**config.mk**
```make
export PLATFORM = sky130hd
export DESIGN_NAME = positional_list_engine_core_flat
export DESIGN_NICKNAME = d
export VERILOG_FILES = /design/src/rtl/core/ple_pkg.sv /design/src/rtl/core/ple_if.sv /design/src/rtl/core/ple_ram.sv /design/src/rtl/core/positional_list_engine_core.sv /design/src/flat_wrapper.sv
export SDC_FILE = /design/constraint.sdc
export NUM_CORES = 1
export LEC_CHECK = 0
export BUFFER_PORTS_ARGS = -buffer_cell sky130_fd_sc_hd__buf_2
export CAP_MARGIN = 10
export CORE_MARGIN = 3
export CORE_UTILIZATION = 60
export DETAILED_ROUTE_END_ITERATION = 10
export GPL_TIMING_DRIVEN = 0
export HOLD_SLACK_MARGIN = 0.03
export MAX_ROUTING_LAYER = met4
export PLACE_DENSITY = 0.73
export SYNTH_ARGS = -nofsm -noshare
export SYNTH_HDL_FRONTEND = slang
export SYNTH_SLANG_ARGS = --single-unit
export TNS_END_PERCENT = 50
```
**constraint.sdc**
```tcl
create_clock -name i_clk -period 6.87 [get_ports i_clk]
set_input_delay 1.0305 -clock i_clk [delete_from_list [all_inputs] [get_ports i_clk]]
set_output_delay 1.0305 -clock i_clk [all_outputs]
set_load 0.005 [all_outputs]
```
**src/rtl/core/ple_pkg.sv**
```systemverilog
// Package for the positional list engine: operation and status codes,
// field widths and the display limit. No dependencies.
package ple_pkg;

    // Fixed widths of the request and response fields.
    localparam int unsigned OP_W     = 3;
    localparam int unsigned VALUE_W  = 32;
    localparam int unsigned POS_W    = 8;
    localparam int unsigned STATUS_W = 2;
    localparam int unsigned COUNT_W  = 5;

    // Largest number of values that one display request emits.
    localparam int unsigned RESULT_LIMIT = 16;

    // Operation codes; code 7 carries no operation.
    typedef enum logic [OP_W-1:0] {
        OP_INS_FRONT = 3'd0,
        OP_INS_BACK  = 3'd1,
        OP_DEL_FRONT = 3'd2,
        OP_DEL_BACK  = 3'd3,
        OP_INS_AT    = 3'd4,
        OP_DEL_AT    = 3'd5,
        OP_DISPLAY   = 3'd6
    } t_op;

    // Response status codes.
    typedef enum logic [STATUS_W-1:0] {
        ST_OK     = 2'd0,
        ST_BADPOS = 2'd1,
        ST_FULL   = 2'd2,
        ST_EMPTY  = 2'd3
    } t_status;

endpackage

```
**src/rtl/core/ple_if.sv**
```systemverilog
// Request and response channel interfaces of the positional list engine.
// Depends on ple_pkg for the field widths.
interface ple_req_if;
    logic                           valid;
    logic                           ready;
    logic [ple_pkg::OP_W-1:0]       op;
    logic signed [ple_pkg::VALUE_W-1:0] value;
    logic [ple_pkg::POS_W-1:0]      position;

    modport source (output valid, op, value, position, input ready);
    modport sink   (input valid, op, value, position, output ready);
endinterface

interface ple_rsp_if;
    logic                           valid;
    logic                           ready;
    logic [ple_pkg::STATUS_W-1:0]   status;
    logic signed [ple_pkg::VALUE_W-1:0] item_value;
    logic                           has_value;
    logic [ple_pkg::COUNT_W-1:0]    entry_count;
    logic                           last;

    modport source (output valid, status, item_value, has_value, entry_count, last,
                    input ready);
    modport sink   (input valid, status, item_value, has_value, entry_count, last,
                    output ready);
endinterface

```
**src/rtl/core/ple_ram.sv**
```systemverilog
// Generic simple dual-port RAM: one write port, one read port with a registered read.
// No dependencies.
module ple_ram #(
    parameter int unsigned WIDTH = 32,
    parameter int unsigned DEPTH = 16
) (
    input  logic                     i_clk,
    input  logic                     i_we,
    input  logic [$clog2(DEPTH)-1:0] i_waddr,
    input  logic [WIDTH-1:0]         i_wdata,
    input  logic                     i_re,
    input  logic [$clog2(DEPTH)-1:0] i_raddr,
    output logic [WIDTH-1:0]         o_rdata
);

    logic [WIDTH-1:0] r_mem [DEPTH];
    logic [WIDTH-1:0] r_rdata;

    // Write port, and a read port whose data holds until the next read.
    always_ff @(posedge i_clk) begin
        if (i_we) begin
            r_mem[i_waddr] <= i_wdata;
        end
        if (i_re) begin
            r_rdata <= r_mem[i_raddr];
        end
    end

    assign o_rdata = r_rdata;

endmodule

```
**src/rtl/core/positional_list_engine_core.sv**
```systemverilog
// Top level of the positional list engine: sequencer, occupancy count and response register.
// Depends on ple_pkg, ple_if (ple_req_if, ple_rsp_if) and ple_ram.

// The list lives in one RAM of CAPACITY 32-bit entries, front at address 0, and one request
// is worked at a time. An insert or delete moves every entry behind the chosen place one
// address over, one read and one write per entry through the single RAM port pair, before
// its response is loaded; a request that changes nothing goes straight to its response. A
// display reads each emitted value from the RAM and then loads it into the response
// register, and emits at most 16 values. A value or response waits while the response
// register is still held downstream. A new request is taken as soon as the previous one
// has loaded its last response, even if that response is still waiting downstream. The RAM
// needs no clearing after reset: only entries below the count are ever read.
module positional_list_engine_core #(
    parameter int unsigned CAPACITY = 16
) (
    input  logic      i_clk,
    input  logic      i_rst_n,
    ple_req_if.sink   i_req,
    ple_rsp_if.source o_rsp
);

    localparam int unsigned AW = $clog2(CAPACITY);
    localparam int unsigned CW = $clog2(CAPACITY + 1);
    localparam int unsigned XW = ((CW > ple_pkg::POS_W) ? CW : ple_pkg::POS_W) + 1;

    typedef enum logic [5:0] {
        S_IDLE = 6'b000001,
        S_RD   = 6'b000010,
        S_WR   = 6'b000100,
        S_DRD  = 6'b001000,
        S_DDAT = 6'b010000,
        S_RESP = 6'b100000
    } t_state;

    t_state                                r_state, n_state;
    logic [CW-1:0]                         r_occ, n_occ;
    logic [CW-1:0]                         r_ptr, n_ptr;
    logic [CW-1:0]                         r_tgt, n_tgt;
    logic                                  r_ins, n_ins;
    logic [ple_pkg::VALUE_W-1:0]           r_val, n_val;
    ple_pkg::t_status                      r_status, n_status;

    logic                                  r_out_valid, n_out_valid;
    ple_pkg::t_status                      r_out_status, n_out_status;
    logic [ple_pkg::VALUE_W-1:0]           r_out_value, n_out_value;
    logic                                  r_out_has, n_out_has;
    logic [ple_pkg::COUNT_W-1:0]           r_out_count, n_out_count;
    logic                                  r_out_last, n_out_last;

    logic                                  ram_we, ram_re;
    logic [AW-1:0]                         ram_waddr, ram_raddr;
    logic [ple_pkg::VALUE_W-1:0]           ram_wdata, ram_rdata;

    logic                                  req_acc;
    logic                                  out_free;
    logic [XW-1:0]                         pos_x, occ_x, ptr_x, lim_x;
    logic [CW-1:0]                         ptr_dn, ptr_up, pos_dn, occ_dn;
    logic [CW+ple_pkg::COUNT_W-1:0]        occ_wide;

    // Slot store.
    ple_ram #(
        .WIDTH (ple_pkg::VALUE_W),
        .DEPTH (CAPACITY)
    ) u_slots (
        .i_clk   (i_clk),
        .i_we    (ram_we),
        .i_waddr (ram_waddr),
        .i_wdata (ram_wdata),
        .i_re    (ram_re),
        .i_raddr (ram_raddr),
        .o_rdata (ram_rdata)
    );

    // Handshake helpers and widened copies for the position and limit compares.
    assign req_acc  = i_req.valid && i_req.ready;
    assign out_free = !r_out_valid || o_rsp.ready;
    assign pos_x    = XW'(i_req.position);
    assign occ_x    = XW'(r_occ);
    assign ptr_x    = XW'(r_ptr);
    assign lim_x    = (occ_x > XW'(ple_pkg::RESULT_LIMIT)) ? XW'(ple_pkg::RESULT_LIMIT) : occ_x;
    assign ptr_dn   = r_ptr - CW'(1);
    assign ptr_up   = r_ptr + CW'(1);
    assign pos_dn   = CW'(pos_x - XW'(1));
    assign occ_dn   = r_occ - CW'(1);
    assign occ_wide = {{ple_pkg::COUNT_W{1'b0}}, r_occ};

    // Sequencer: decode a request, shift entries through the RAM, emit responses.
    always_comb begin
        n_state      = r_state;
        n_occ        = r_occ;
        n_ptr        = r_ptr;
        n_tgt        = r_tgt;
        n_ins        = r_ins;
        n_val        = r_val;
        n_status     = r_status;
        n_out_valid  = r_out_valid && !o_rsp.ready;
        n_out_status = r_out_status;
        n_out_value  = r_out_value;
        n_out_has    = r_out_has;
        n_out_count  = r_out_count;
        n_out_last   = r_out_last;
        ram_we       = 1'b0;
        ram_waddr    = r_ptr[AW-1:0];
        ram_wdata    = ram_rdata;
        ram_re       = 1'b0;
        ram_raddr    = r_ptr[AW-1:0];

        unique case (r_state)
            S_IDLE: begin
                if (req_acc) begin
                    n_val    = i_req.value;
                    n_status = ple_pkg::ST_OK;
                    n_state  = S_RESP;
                    n_ptr    = r_occ;
                    unique case (i_req.op)
                        ple_pkg::OP_INS_FRONT, ple_pkg::OP_INS_BACK: begin
                            if (occ_x >= XW'(CAPACITY)) begin
                                n_status = ple_pkg::ST_FULL;
                            end else begin
                                n_ins   = 1'b1;
                                n_tgt   = (i_req.op == ple_pkg::OP_INS_FRONT) ? '0 : r_occ;
                                n_state = S_RD;
                            end
                        end
                        ple_pkg::OP_INS_AT: begin
                            if (pos_x == '0 || pos_x > occ_x + XW'(1)) begin
                                n_status = ple_pkg::ST_BADPOS;
                            end else if (occ_x >= XW'(CAPACITY)) begin
                                n_status = ple_pkg::ST_FULL;
                            end else begin
                                n_ins   = 1'b1;
                                n_tgt   = pos_dn;
                                n_state = S_RD;
                            end
                        end
                        ple_pkg::OP_DEL_FRONT, ple_pkg::OP_DEL_BACK: begin
                            if (r_occ == '0) begin
                                n_status = ple_pkg::ST_EMPTY;
                            end else begin
                                n_ins   = 1'b0;
                                n_ptr   = (i_req.op == ple_pkg::OP_DEL_FRONT) ? '0
                                                                              : occ_dn;
                                n_state = S_RD;
                            end
                        end
                        ple_pkg::OP_DEL_AT: begin
                            if (r_occ == '0) begin
                                n_status = ple_pkg::ST_EMPTY;
                            end else if (pos_x == '0 || pos_x > occ_x) begin
                                n_status = ple_pkg::ST_BADPOS;
                            end else begin
                                n_ins   = 1'b0;
                                n_ptr   = pos_dn;
                                n_state = S_RD;
                            end
                        end
                        ple_pkg::OP_DISPLAY: begin
                            if (r_occ != '0) begin
                                n_ptr   = '0;
                                n_state = S_DRD;
                            end
                        end
                        default: begin
                            n_state = S_RESP;
                        end
                    endcase
                end
            end

            // Either finish the shift or read the next entry to move.
            S_RD: begin
                if (r_ins) begin
                    if (r_ptr == r_tgt) begin
                        ram_we    = 1'b1;
                        ram_wdata = r_val;
                        n_occ     = r_occ + CW'(1);
                        n_state   = S_RESP;
                    end else begin
                        ram_re    = 1'b1;
                        ram_raddr = ptr_dn[AW-1:0];
                        n_state   = S_WR;
                    end
                end else begin
                    if (XW'(ptr_up) >= occ_x) begin
                        n_occ   = r_occ - CW'(1);
                        n_state = S_RESP;
                    end else begin
                        ram_re    = 1'b1;
                        ram_raddr = ptr_up[AW-1:0];
                        n_state   = S_WR;
                    end
                end
            end

            // Write the entry just read one place over.
            S_WR: begin
                ram_we  = 1'b1;
                n_ptr   = r_ins ? ptr_dn : ptr_up;
                n_state = S_RD;
            end

            S_DRD: begin
                ram_re  = 1'b1;
                n_state = S_DDAT;
            end

            // Emit one displayed value once the response register is free.
            S_DDAT: begin
                if (out_free) begin
                    n_out_valid  = 1'b1;
                    n_out_status = ple_pkg::ST_OK;
                    n_out_value  = ram_rdata;
                    n_out_has    = 1'b1;
                    n_out_count  = occ_wide[ple_pkg::COUNT_W-1:0];
                    n_out_last   = (ptr_x + XW'(1) == lim_x);
                    if (ptr_x + XW'(1) == lim_x) begin
                        n_state = S_IDLE;
                    end else begin
                        n_ptr   = ptr_up;
                        n_state = S_DRD;
                    end
                end
            end

            // Single response of an update, an error, an unused operation code or an empty display.
            S_RESP: begin
                if (out_free) begin
                    n_out_valid  = 1'b1;
                    n_out_status = r_status;
                    n_out_value  = '0;
                    n_out_has    = 1'b0;
                    n_out_count  = occ_wide[ple_pkg::COUNT_W-1:0];
                    n_out_last   = 1'b1;
                    n_state      = S_IDLE;
                end
            end

            default: begin
                n_state = S_IDLE;
            end
        endcase
    end

    // Control registers.
    always_ff @(posedge i_clk) begin
        if (!i_rst_n) begin
            r_state     <= S_IDLE;
            r_occ       <= '0;
            r_out_valid <= 1'b0;
        end else begin
            r_state     <= n_state;
            r_occ       <= n_occ;
            r_out_valid <= n_out_valid;
        end
    end

    // Working and response payload registers.
    always_ff @(posedge i_clk) begin
        r_ptr        <= n_ptr;
        r_tgt        <= n_tgt;
        r_ins        <= n_ins;
        r_val        <= n_val;
        r_status     <= n_status;
        r_out_status <= n_out_status;
        r_out_value  <= n_out_value;
        r_out_has    <= n_out_has;
        r_out_count  <= n_out_count;
        r_out_last   <= n_out_last;
    end

    assign i_req.ready       = (r_state == S_IDLE);
    assign o_rsp.valid       = r_out_valid;
    assign o_rsp.status      = r_out_status;
    assign o_rsp.item_value  = r_out_value;
    assign o_rsp.has_value   = r_out_has;
    assign o_rsp.entry_count = r_out_count;
    assign o_rsp.last        = r_out_last;

    // The count never passes the capacity.
    a_occ_bound: assert property (@(posedge i_clk) disable iff (!i_rst_n)
        XW'(r_occ) <= XW'(CAPACITY))
        else $error("entry count above capacity");

    // The RAM is written only while an insert or delete is being worked.
    a_we_state: assert property (@(posedge i_clk) disable iff (!i_rst_n)
        ram_we |-> (r_state == S_RD || r_state == S_WR))
        else $error("RAM written outside a shift");

    // An accepted request always starts work.
    a_acc_busy: assert property (@(posedge i_clk) disable iff (!i_rst_n)
        req_acc |=> (r_state != S_IDLE))
        else $error("request accepted without starting work");

    // Only displayed values carry data, and those always report success.
    a_value_ok: assert property (@(posedge i_clk) disable iff (!i_rst_n)
        (r_out_valid && r_out_has) |-> (r_out_status == ple_pkg::ST_OK))
        else $error("displayed value with error status");

endmodule

```
**src/flat_wrapper.sv**
```systemverilog
// flat-port wrapper written by rule: the top's interface ports become plain ports
module positional_list_engine_core_flat 
#(
    parameter int unsigned CAPACITY = 16
)
  (i_clk, i_rst_n, i_req_valid, i_req_op, i_req_value, i_req_position, i_req_ready, o_rsp_valid, o_rsp_status, o_rsp_item_value, o_rsp_has_value, o_rsp_entry_count, o_rsp_last, o_rsp_ready);
  ple_req_if i_req_i ();
  ple_rsp_if o_rsp_i ();
  input  logic i_clk;
  input  logic i_rst_n;
  input wire logic [$bits(i_req_i.valid)-1:0] i_req_valid;
  input wire logic [$bits(i_req_i.op)-1:0] i_req_op;
  input wire logic [$bits(i_req_i.value)-1:0] i_req_value;
  input wire logic [$bits(i_req_i.position)-1:0] i_req_position;
  output wire logic [$bits(i_req_i.ready)-1:0] i_req_ready;
  output wire logic [$bits(o_rsp_i.valid)-1:0] o_rsp_valid;
  output wire logic [$bits(o_rsp_i.status)-1:0] o_rsp_status;
  output wire logic [$bits(o_rsp_i.item_value)-1:0] o_rsp_item_value;
  output wire logic [$bits(o_rsp_i.has_value)-1:0] o_rsp_has_value;
  output wire logic [$bits(o_rsp_i.entry_count)-1:0] o_rsp_entry_count;
  output wire logic [$bits(o_rsp_i.last)-1:0] o_rsp_last;
  input wire logic [$bits(o_rsp_i.ready)-1:0] o_rsp_ready;
  assign i_req_i.valid = i_req_valid;
  assign i_req_i.op = i_req_op;
  assign i_req_i.value = i_req_value;
  assign i_req_i.position = i_req_position;
  assign i_req_ready = i_req_i.ready;
  assign o_rsp_valid = o_rsp_i.valid;
  assign o_rsp_status = o_rsp_i.status;
  assign o_rsp_item_value = o_rsp_i.item_value;
  assign o_rsp_has_value = o_rsp_i.has_value;
  assign o_rsp_entry_count = o_rsp_i.entry_count;
  assign o_rsp_last = o_rsp_i.last;
  assign o_rsp_i.ready = o_rsp_ready;
  positional_list_engine_core #(.CAPACITY(CAPACITY)) u_core (.i_clk(i_clk), .i_rst_n(i_rst_n), .i_req(i_req_i), .o_rsp(o_rsp_i));
endmodule
```
Yosys cells after proc, flatten, opt, wreduce, memory -nomap -nowiden. Memories as Yosys holds them, arrays and structs flattened. A register that Yosys moved wholly into a read port is not among the register bits. Index checks and enable logic that the tools add are counted.

Flip-flop bits (word level): 98. Latch bits: 0. Bits in writable memories: 512. Bits in read-only memories: 0. Bits of input ports: 47. Memories: 1.

Add/sub/neg operators: 7. $mul: 0. Divide/modulo/power cells: 0. $lt $le $gt $ge: 5. Equal/unequal tests: 25. Shift-type cells: 0. Multiplexer cells: 76. Bitwise gates (word level): 0. Reductions and logical operators: 27.

Memory list: u_core.u_slots.r_mem (words 16, bits a word 32, rd ports 1, clocked after memory_dff 1, write ports 1, line ple_ram.sv:16) `logic [WIDTH-1:0] r_mem [DEPTH];`.

Operator list (number): 2-to-1 mux 32 bit (5); 2-to-1 mux 5 bit (17); 2-to-1 mux 6 bit (12); case mux 32 bit (2 select lines) (1); case mux 6 bit (6 select lines) (1); case mux 5 bit (3 select lines) (2); case mux 6 bit (5 select lines) (1); 2-to-1 mux 4 bit (5); 2-to-1 mux 1 bit (18); != test 2 bit, second input constant (9); subtractor 5 x 1 -> 5 bit, second input constant (3); adder 5 x 1 -> 6 bit, second input constant (2); 2-to-1 mux 2 bit (6); adder 5 x 1 -> 5 bit, second input constant (2); case mux 5 bit (2 select lines) (1); == test 3 bit, second input constant (3); == test 9 bit (1); zero test 9 bit (1); AND reduction 3 bit (3); > comparator 8 x 5 -> 1 bit (1); > comparator 8 x 6 -> 1 bit (1); case mux 1 bit (2 select lines) (4); case mux 2 bit (4 select lines) (1); AND reduction 7 bit (1); other kinds (28) (39).

Longest topological paths before layout.
Depth after elaboration: 7. Depth in mapped cells: 16.

Hierarchy. A second synthesis with hierarchy kept.

Cells, all modules: 1328. Area, all modules: 25613.3 um^2.

Modules (own cells, without submodules): ple_ram (times used 1, cells each 838, area each 20155.6 um^2, seq. area each 16335.7 um^2); positional_list_engine_core (times used 1, cells each 490, area each 5457.7 um^2, seq. area each 2822.7 um^2).

Least setup slack after synthesis. OpenSTA, ideal clock, no wires.

Kind: flip-flop to flip-flop. From: register u_core.r_ptr[2]. To: register u_core.u_slots.r_rdata[0] (netlist: u_core.u_slots.o_rdata[0]) (read register of u_core.u_slots.r_mem) (data pin). Library setup time: 0.259 ns. Data arrival time: 3.640 ns. Required time: 6.611 ns. Path slack: 2.970 ns. Stages on the path, launching flop included: 15. Buffers on the path: 3. Period minus slack after synthesis: 3.900 ns. Path through: edfxtp_1 clkbuf_1 nand3_1 xnor2_1 ha_1 or3_1 a311oi_2 nor2_1 a21oi_2 xnor2_1 buf_2 buf_2 mux4_2 a22oi_1 nand2_1.

Longest elaborated chain between the ends: 5. Elaborated cells on any way between the ends: 12. Those cells by class: 2 x add/sub; 1 x order compare; 1 x eq/ne; 8 x mux.

RTL lines: from (decl) (line positional_list_engine_core.sv:37) `logic [CW-1:0] r_ptr, n_ptr;`; from (signal assigned) (line positional_list_engine_core.sv:259) `r_ptr <= n_ptr;`; adder 5 x 1 -> 5 bit (line positional_list_engine_core.sv:82) `assign ptr_up = r_ptr + CW'(1);`; greater-or-equal comparator 5 bit (line positional_list_engine_core.sv:184) `if (XW'(ptr_up) >= occ_x) begin`; 2-to-1 mux 1 bit / 2-to-1 mux 4 bit (equally long branches) (line positional_list_engine_core.sv:184); 2-to-1 mux 1 bit / 2-to-1 mux 4 bit (equally long branches) (line positional_list_engine_core.sv:172) `if (r_ins) begin`; case mux 1 bit (2 select lines) / 2-to-1 mux 4 bit (equally long branches) (line positional_list_engine_core.sv:108) `unique case (r_state)`; to (decl) (line ple_ram.sv:17) `logic [WIDTH-1:0] r_rdata;`.

Parallel ways exist; a longest one is shown, timed or not. A chain may end at the register's enable or synchronous reset.

Worst setup path after layout.
From: register u_core.r_ptr[0]. To: register u_core.u_slots.r_rdata[0] (netlist: u_core.u_slots.o_rdata[0]) (read register of u_core.u_slots.r_mem) (data pin).

The elaborated chain is that of the path after synthesis.

==> impl_metrics.tcl <==
set metrics [dict create \
    slew_headroom 0.287 \
    ys_top_cells_by_count "edfxtp_1, mux4_2, nand2_1" \
    drt_iter0_drc 1614 \
    dr.pass1.iters 5 \
    fin_crit_sh 0.735 \
    clock_latency_ps 630 \
    drc 0 \
    worstSetupStartpointType "flip-flop" \
    ys_warn_count 0 \
    rr_startpoint "u_core.r_ptr[0]" \
    r2r_slack_ps 1820 \
    fp.dieH_microns 214 \
    synth_fp_nets 1438 \
    netlist_area_sq_mm 0.0258 \
    crit_type "reg2reg" \
    ir_drop_mv 0.263 \
    arrival_ps 5420 \
    grt_pass1_wl_microns 88100 \
    cts_setup_buffers 0 \
    syn_inst 1366 \
    tightestPinTransition_ps 1060 \
    vias 13800 \
    skew_ps 17.9 \
    drive_gt1_frac 0.255 \
    die_x_microns 214 \
    min_path_type "reg2reg" \
    cts.sinks 642 \
    start_util 0.612 \
    setup_viol 0 \
    fin_crit_ps 5050 \
    grt_setup_unrepaired "false" \
    fin_ws_ps 1820 \
    htreeDepth 2 \
    num_rows 75 \
    antennaDiodeCount 0 \
    avgSynthCellArea_sq_um 18.9 \
    hold_viol 0 \
    grt_max_degree 26 \
    grt_overflow_total 0 \
    total_leakage_power_nw 9.60 \
    fill_cells 2670 \
    max-cap-violations 0 \
    power-per-cell-area_mw_per_mm2 376 \
    synth_edf_count 630 \
    wire_per_inst_microns 27.7 \
    num_io_pins 90 \
    ys_seq_area_frac 0.741 \
    syn_to_final_growth_pct 13.1 \
    numPortBuffers 89 \
    clock.fmax_mhz 198 \
    antenna_found_initial 0 \
    path_clk_slew_ps 60 \
    cp_max_fo 10 \
    async_reset_ff_frac 0 \
    crit_path_start "u_core.r_ptr[0]" \
    yosysTopAreaCellShare 0.732 \
    yosysUniqueCellTypes 67 \
    clk_path_buf_depth 3 \
    ctsHoldBuffers 0 \
    cts_tree "yes" \
    core_area_sq_mm 0.0422 \
    worstSetupEndpointType "flip-flop" \
    postRouteAntennaNets 0 \
    wl_microns 58700 \
    final_nets 1608 \
    cts-root-buf "clkbuf_16" \
    cts_buffers 60 \
    synthTopCellsByArea "edfxtp_1, mux4_2, a22oi_1, mux2_2, and2_1" \
    grt_pass1_vias 13800 \
    preCtsSetupSlack_ps 1830 \
    setup_tns_ps 0 \
    place.gp.congestion 0.902 \
    synth_flop_cell "edfxtp_1" \
    critPathRequiredTime_ps 7240 \
    die_area_sq_mm 0.0456 \
    synth_seq_cells 642 \
    total_power_mw 11.0 \
    outcome "finished clean" \
    synth_area_leader_cell "edfxtp_1" \
    hpwl_microns 35800 \
    min-delay-start "u_core.r_occ[2]" \
    synthMostInstantiatedCell "edfxtp_1" \
    post_cts_resized 0 \
    grt_usage 0.275 \
    vias_per_cell 6.48 \
    finalMaxSlewViolations 0 \
]
[routing by layer]
| layer | track usage | share of wire |
|---|---|---|
| met5 | - | 0 |
| met4 | 0.0647 | 0.020 |
| met3 | 0.0502 | 0.074 |
| met2 | 0.425 | 0.48 |
| met1 | 0.391 | 0.42 |
[where the power goes]
part,internal [mW],switching [mW],leakage (nW)
sequential,4.47,0.0434,5.79
clock,1.75,1.39,0.887
combinational,1.44,1.92,2.92
[flip-flops by register name (all words and copies together), names as in the netlist, 6 cells and up]
register / cells
u_core.r_state: 6
u_core.r_val: 32
u_core.o_rsp.item_value: 32
u_core.u_slots.o_rdata: 32
u_core.u_slots.r_mem: 512
[critical path, cell delays in order, from the launching register on]
cell	delay [ps]
edfxtp_1	420
buf_2	290
nand3_1	180
xnor2_1	430
ha_1	340
or2_2	310
a211oi_1	290
nor2_1	170
a21oi_2	230
xnor2_1	350
buf_2	410
buf_2	450
mux4_2	570
a22oi_1	240
nand2_1	120
[cell type report]
class,count,area [sq um],share of cell area
Multi-Input combinational cell,636,6330,0.217
Tap cell,539,674,0.0231
Inverter,24,90.1,0.00308
Clock buffer,80,1600,0.0547
Sequential cell,642,19200,0.656
Timing Repair Buffer,108,833,0.0285
Clock inverter,30,244,0.00835
Buffer,64,294,0.0101
[cell families (layout without fill, tap and decap cells)]
kind of cell / Yosys count / in the layout / synth area share
adders and majority gates: 25 / 25 / 0.0121
DFF: 642 / 642 / 0.741
AOI/OAI and AO/OA: 186 / 186 / 0.0519
and+or+nand+nor: 239 / 239 / 0.0471
buffers and inverters: 88 / 306 / 0.0149
muxes: 161 / 161 / 0.124
xor gates and xnor gates: 25 / 25 / 0.00847
[cells in the final DEF (no fill, tap or decap), drive strengths merged, types with 3 or more instances in the layout]
| master | netlist | routed |
|---|---|---|
| nand2b | 6 | 6 |
| or4 | 3 | 3 |
| xnor2 | 21 | 21 |
| buf | 31 | 139 |
| mux4 | 124 | 124 |
| o211ai | 8 | 8 |
| or3 | 4 | 4 |
| nor2 | 45 | 45 |
| nand3 | 26 | 26 |
| o21a | 6 | 6 |
| o22ai | 7 | 7 |
| o21ai | 30 | 30 |
| nor2b | 4 | 4 |
| xor2 | 4 | 4 |
| clkinvlp | 0 | 3 |
| o211a | 5 | 5 |
| and2 | 52 | 52 |
| a22oi | 64 | 64 |
| edfxtp | 630 | 630 |
| a31oi | 6 | 6 |
| nor3 | 11 | 11 |
| a32oi | 3 | 3 |
| o32ai | 4 | 4 |
| a211oi | 6 | 6 |
| dfxtp | 12 | 12 |
| clkbuf | 33 | 113 |
| clkinv | 2 | 24 |
| a21oi | 27 | 27 |
| nor4 | 6 | 6 |
| bufinv | 0 | 3 |
| ha | 25 | 25 |
| nand3b | 6 | 6 |
| inv | 22 | 24 |
| mux2 | 36 | 36 |
| nand2 | 66 | 66 |
[worst paths after layout]
check,cells after the start,to
worst max-delay path,14,u_core.u_slots.o_rdata[0]
worst min-delay path,0,u_core.o_rsp.entry_count[2]
worst max register to register,14,u_core.u_slots.o_rdata[0]
worst min register to register,0,u_core.o_rsp.entry_count[2]
[per-stage QoR]
stage / instances / utilization / area (sq um) / hold WS, ps
floorplan: 1366 / - / 25800 / 406
global placement: 1994 / 0.639 / 27000 / 452
detailed placement: 2013 / 0.648 / 27400 / 460
CTS: 2123 / 0.692 / 29200 / 474
global route: 2123 / 0.692 / 29200 / 488
finish: 2123 / 0.692 / 29200 / 472
(Power assumes the default switching activity.)
